==> config.mk <==
export PLATFORM = sky130hd
export DESIGN_NAME = ssco_arith
export DESIGN_NICKNAME = d
export VERILOG_FILES = /design/src/hw/rtl/screen_space_contact_occlusion_defines.svh /design/src/hw/rtl/ssco_pkg.sv /design/src/hw/rtl/ssco_arith.sv
export SDC_FILE = /design/constraint.sdc
export NUM_CORES = 1
export LEC_CHECK = 0
export BUFFER_PORTS_ARGS = -buffer_cell sky130_fd_sc_hd__buf_4
export CORE_AREA = 2 2 236 238
export CTS_CLUSTER_SIZE = 24
export DETAILED_ROUTE_END_ITERATION = 16
export DIE_AREA = 0 0 238 240
export HOLD_SLACK_MARGIN = 0.1
export SLEW_MARGIN = 20
export SYNTH_ARGS = -nofsm -noshare
export SYNTH_HDL_FRONTEND = slang
export SYNTH_SLANG_ARGS = --single-unit
==> constraint.sdc <==
create_clock -name clk -period 6.6 [get_ports clk]
set_clock_uncertainty 0.1 [all_clocks]
set_input_delay 0.66 -clock clk [delete_from_list [all_inputs] [get_ports clk]]
set_output_delay 0.66 -clock clk [all_outputs]
set_load 0.005 [all_outputs]
==> src/hw/rtl/screen_space_contact_occlusion_defines.svh <==
// Assertion macros for the contact occlusion block.
`ifndef SCREEN_SPACE_CONTACT_OCCLUSION_DEFINES_SVH
`define SCREEN_SPACE_CONTACT_OCCLUSION_DEFINES_SVH

// Same-cycle implication, disabled in reset.
`define SSCO_ASSERT_NOW(lbl, ante, cons, msg) \
  lbl: assert property (@(posedge clk) disable iff (rst) (ante) |-> (cons)) else $error(msg);

// Next-cycle implication, disabled in reset.
`define SSCO_ASSERT_NEXT(lbl, ante, cons, msg) \
  lbl: assert property (@(posedge clk) disable iff (rst) (ante) |=> (cons)) else $error(msg);

`endif

==> src/hw/rtl/ssco_pkg.sv <==
// Shared types, constants and offset tables for the contact occlusion block.
`timescale 1ns / 1ps
`default_nettype none

package ssco_pkg;

  localparam logic MODE_LOAD  = 1'b0;
  localparam logic MODE_QUERY = 1'b1;

  localparam logic [1:0] CFG_FRAME_WIDTH  = 2'd0;
  localparam logic [1:0] CFG_FRAME_HEIGHT = 2'd1;
  localparam logic [1:0] CFG_RANGE_LIMIT  = 2'd2;

  localparam int          NBR_COUNT   = 12;
  localparam logic [15:0] RANGE_FLOOR = 16'd13;
  localparam logic [14:0] ONE_Q14     = 15'd16384;
  localparam logic [14:0] HSAT_MUL    = 15'd16385;
  localparam logic [14:0] HEMI_MIN    = 15'd163;
  localparam logic [14:0] BASE_Q14    = 15'd11469;
  localparam logic [14:0] SLOPE_Q14   = 15'd4915;
  localparam logic [14:0] SAME_Q14    = 15'd9830;
  localparam logic [12:0] SCALE_Q13   = 13'd5734;
  localparam logic [14:0] CAP_Q15     = 15'd21299;
  localparam logic [15:0] VIS_ONE     = 16'd32768;
  localparam logic signed [37:0] DOT_NN_MAX = 38'sd268435456;

  typedef enum logic {
    OP_DIV,
    OP_SQRT
  } arith_op_t;

  typedef struct packed {
    logic        go;
    arith_op_t   op;
    logic [47:0] num;
    logic [23:0] den;
  } arith_cmd_t;

  typedef struct packed {
    logic        done;
    logic [23:0] value;
  } arith_rsp_t;

  function automatic logic signed [3:0] nbr_dx(input logic [3:0] k);
    logic signed [3:0] r;
    unique case (k)
      4'd0:    r = -4'sd1;
      4'd1:    r = 4'sd1;
      4'd4:    r = -4'sd2;
      4'd5:    r = 4'sd2;
      4'd6:    r = -4'sd2;
      4'd7:    r = 4'sd2;
      4'd8:    r = -4'sd4;
      4'd9:    r = 4'sd4;
      default: r = 4'sd0;
    endcase
    return r;
  endfunction

  function automatic logic signed [3:0] nbr_dy(input logic [3:0] k);
    logic signed [3:0] r;
    unique case (k)
      4'd2:    r = -4'sd1;
      4'd3:    r = 4'sd1;
      4'd4:    r = -4'sd2;
      4'd5:    r = -4'sd2;
      4'd6:    r = 4'sd2;
      4'd7:    r = 4'sd2;
      4'd10:   r = -4'sd4;
      4'd11:   r = 4'sd4;
      default: r = 4'sd0;
    endcase
    return r;
  endfunction

endpackage

`default_nettype wire

==> src/hw/rtl/ssco_arith.sv <==
// Iterative unit: bit-serial square root and restoring division.
`timescale 1ns / 1ps
`default_nettype none

module ssco_arith import ssco_pkg::*; (
  input  wire logic       clk,
  input  wire logic       rst,
  input  wire arith_cmd_t cmd,
  output arith_rsp_t      rsp
);

  logic        running;
  logic        fin;
  arith_op_t   op;
  logic [4:0]  cnt;
  logic [47:0] v;
  logic [47:0] r;
  logic [47:0] b;
  logic [47:0] rb;

  assign rb = r + b;
  assign rsp.done  = fin;
  assign rsp.value = r[23:0];

  always_ff @(posedge clk) begin
    if (rst) begin
      running <= 1'b0;
      fin     <= 1'b0;
    end else begin
      fin <= 1'b0;
      if (cmd.go) begin
        running <= 1'b1;
        op      <= cmd.op;
        v       <= cmd.num;
        r       <= '0;
        if (cmd.op == OP_SQRT) begin
          b   <= 48'h1 << 46;
          cnt <= 5'd23;
        end else begin
          b   <= {10'b0, cmd.den, 14'b0};
          cnt <= 5'd14;
        end
      end else if (running) begin
        unique case (op)
          OP_SQRT: begin
            if (v >= rb) begin
              v <= v - rb;
              r <= (r >> 1) + b;
            end else begin
              r <= r >> 1;
            end
            b <= b >> 2;
          end
          OP_DIV: begin
            if (v >= b) begin
              v <= v - b;
              r <= {r[46:0], 1'b1};
            end else begin
              r <= {r[46:0], 1'b0};
            end
            b <= b >> 1;
          end
        endcase
        cnt <= cnt - 5'd1;
        if (cnt == 5'd0) begin
          running <= 1'b0;
          fin     <= 1'b1;
        end
      end
    end
  end

endmodule

`default_nettype wire

==> impl_metrics.py <==
metrics = {
    "run_status": {
        "outcome": "finished, final reports clean",
    },
    "power": {
        "total_switching_power_w": 0.002646,
        "cellLeakagePower_nw": 8.575,
        "power.internal_w": 0.003143,
        "clock_power_share_pct": 18.5,
        "swShare_pct": 45.71,
        "power_frac_seq_pct": 23.4,
        "power_frac_comb_pct": 58.1,
        "powerDensity_nw_per_um2": 286.7,
        "max-vdd-ir-drop_v": 0.0002161,
    },
    "synthesis": {
        "synth_area_leaders": "edfxtp_1 24%, ha_1 13%, a21oi_1 6.6%",
        "synth_top_area_cell": "edfxtp_1",
        "synthesis.nets": 2526,
        "yosysSeqAreaShare_pct": 24.61,
        "synth_cell_types": 90,
        "synth_common_cells": "242 x a21oi_1, 202 x nand2_1, 191 x ha_1",
        "syn_area_um2": 18340,
        "syn_inst": 2255,
        "syn_area_per_cell_um2": 8.134,
        "ys_seq_elements": 151,
        "yosysMostFrequentCell": "a21oi_1",
        "synth-async-reset-ratio_pct": 0,
        "synthFlopType": "edfxtp_1",
        "yosys_warnings": 0,
        "synth_top_area_share_pct": 24.39,
        "synth_edf_count": 149,
    },
    "cts": {
        "cts_tree": "built",
        "ctsRootBufferMaster": "clkbuf_16",
        "cts.clk_slew.worst_paths_ns": 0.08,
        "cts_made_buffers": 17,
        "cts_max_path_buffers": 2,
        "htree_levels": 4,
        "clk_latency_ns": 0.48,
        "cts.sinks": 151,
    },
    "floorplan": {
        "die-area_um2": 57120,
        "core-area_um2": 54660,
        "io_pins": 101,
        "die_w_um": 238,
        "chipHeight_um": 240,
        "core.rowCount": 86,
        "start_util_pct": 33.55,
    },
    "hold_path": {
        "holdPathStages": 2,
        "worstHoldPathType": "input pin to flip-flop",
    },
    "setup_path": {
        "cpMostUsedCell": "ha_1",
        "critPathArrivalTime_ns": 6.35,
        "path_depth": 21,
        "slowest_stage": "edfxtp_1",
        "start_kind": "flip-flop",
        "path_buf_inv": 0,
        "crit_type": "flip-flop to flip-flop",
        "ff2ff_path_depth": 21,
        "cp_cell_sequence": "ha_1 -> fa_1 -> a211o_1 -> a21oi_2 -> o221ai_1 -> o31a_1 -> a311oi_1 -> nor2b_1 -> o21a_1 -> o31ai_1 -> ha_1 -> nand2_1 -> or3_1 -> or2_2 -> a211oi_1 -> nor3_1 -> o31ai_2 -> a31oi_1 -> xnor2_1 -> o22ai_1 -> a21oi_1",
        "end_kind": "flip-flop",
        "required_ns": 6.69,
        "crit_path_max_fanout": 6,
        "cpPeakStageDelay_ns": 0.45,
        "cpLargestDelayFamily": "compound AO/OA/AOI/OAI gates",
    },
    "detailed_routing": {
        "dr.pass1.iters": 6,
        "vias": 17169,
        "wl_um": 61320,
        "first_iter_violations": 1618,
        "final_antenna_net_count": 0,
        "avgViaCountPerCell": 5.756,
        "drc_errors": 0,
        "wire_per_inst_um": 20.56,
    },
    "job": {
        "cap_violations": 0,
    },
    "timing": {
        "tns_ns": 0,
        "drv_slew": 0,
        "final.period_utilization_pct": 94.86,
        "tightest_slew_ns": 1.072,
        "worst_slack_ns": 0.3395,
        "hold_ws_ns": 0.2815,
        "finalWorstPathRequiredPeriod_ns": 6.261,
        "hold_violations": 0,
        "max_freq_mhz": 159.7,
        "setup_violations": 0,
        "relSlewSlack_pct": 28.42,
    },
    "global_routing": {
        "grt_pass1_vias": 16149,
        "globalRouteOverflowTotal": 0,
        "grt_max_degree": 138,
        "grt_pass1_wl_um": 93290,
        "antenna_found_initial": 0,
        "grt_usage_pct": 21.15,
    },
    "place": {
        "io_buffers": 100,
        "hpwl_um": 48000,
        "placed_cell_area_um2": 19580,
        "dp_slack_ns": 0.2532,
        "place.gp.congestion": 0.9419,
    },
    "layout": {
        "n_fill_cell": 5611,
        "nNetsFinal": 2537,
        "final_area_um2": 20190,
        "fin_util_pct": 36.94,
        "n_antenna_cell": 0,
        "syn2layout_area_growth_pct": 10.10,
        "drive_gt1_share_pct": 8.820,
    },
}
[logic make-up (layout without fill, tap and decap cells)]
| family | after synthesis | count (layout) | share of synthesized area, % |
|---|---|---|---|
| compound gates | 813 | 813 | 28.76 |
| fa+ha+maj | 195 | 195 | 13.47 |
| buf+inv | 228 | 252 | 5.287 |
| simple gates | 628 | 628 | 15.85 |
| mux | 73 | 73 | 4.045 |
| xor+xnor | 167 | 167 | 7.975 |
| flops | 151 | 151 | 24.61 |
[final cells by class]
class / count / area, um2 / share of cell area, %
inverter: 103 / 386.6 / 1.914
clock inverter: 13 / 158.9 / 0.7869
sequential: 151 / 4514 / 22.35
multi-input combinational: 1876 / 12890 / 63.85
tap: 704 / 880.8 / 4.362
clock buffer: 19 / 442.9 / 2.193
timing repair buffer: 117 / 915.9 / 4.535
[power by group through the flow]
| stage | logic (W) | clock network (W) | registers, W |
|---|---|---|---|
| after CTS | 0.00331 | 0.00109 | 0.00135 |
| after floorplan | 0.00251 | 0 | 0.00129 |
| after global placement | 0.00327 | 0 | 0.00136 |
| after detailed placement | 0.00329 | 0 | 0.00137 |
| final | 0.00337 | 0.00107 | 0.00135 |
| after global routing | 0.00369 | 0.00111 | 0.00136 |
[final timing paths]
kind,start,to,slack [ns]
max,b[0],v[46],0.34
min,rst,running,0.28
max reg2reg,b[0],v[46],0.34
min reg2reg,running,fin,0.38
[per-stage QoR]
step | total power, W | cells
2_1_floorplan | 0.003806 | 2255
3_3_place_gp | 0.004635 | 2951
3_5_place_dp | 0.004656 | 2951
4_1_cts | 0.005740 | 2983
5_1_grt | 0.006170 | 2983
6_report | 0.005789 | 2983
[placed cells by master, fill, tap and decap left out, types with 32 or more instances in the layout]
| cell | count |
|---|---|
| a21oi_1 | 242 |
| nand2_1 | 202 |
| ha_1 | 191 |
| nor2_1 | 181 |
| o21ai_0 | 157 |
| edfxtp_1 | 149 |
| buf_4 | 114 |
| a21o_1 | 111 |
| inv_1 | 103 |
| xnor2_1 | 94 |
| xor2_1 | 73 |
| mux2i_1 | 64 |
| a211oi_1 | 62 |
| nand3_1 | 46 |
| nand4_1 | 33 |
| nor3_1 | 32 |
[timing repair]
item | CTS | global route
endpoints found under the setup margin | 0 | 30
gates resized for setup | 0 | 2
hold buffers | 0 | 0
buffers inserted | 0 | 0
[flip-flops by register name (all words and copies together) (netlist names)]
| name | cells |
|---|---|
| fin | 1 |
| v | 48 |
| r | 48 |
| b | 47 |
| running | 1 |
| cnt | 5 |
| op | 1 |
[metal layers]
metal | track usage, % | vias to the layer above | wire, um
met5 | 0 | - | 0
met4 | 8.030 | 0 | 1855
met3 | 2.560 | 78 | 3809
met2 | 32.19 | 609 | 26450
met1 | 30.47 | 8101 | 29210
li1 | - | 8381 | -
Power figures use the tool's default switching activity.
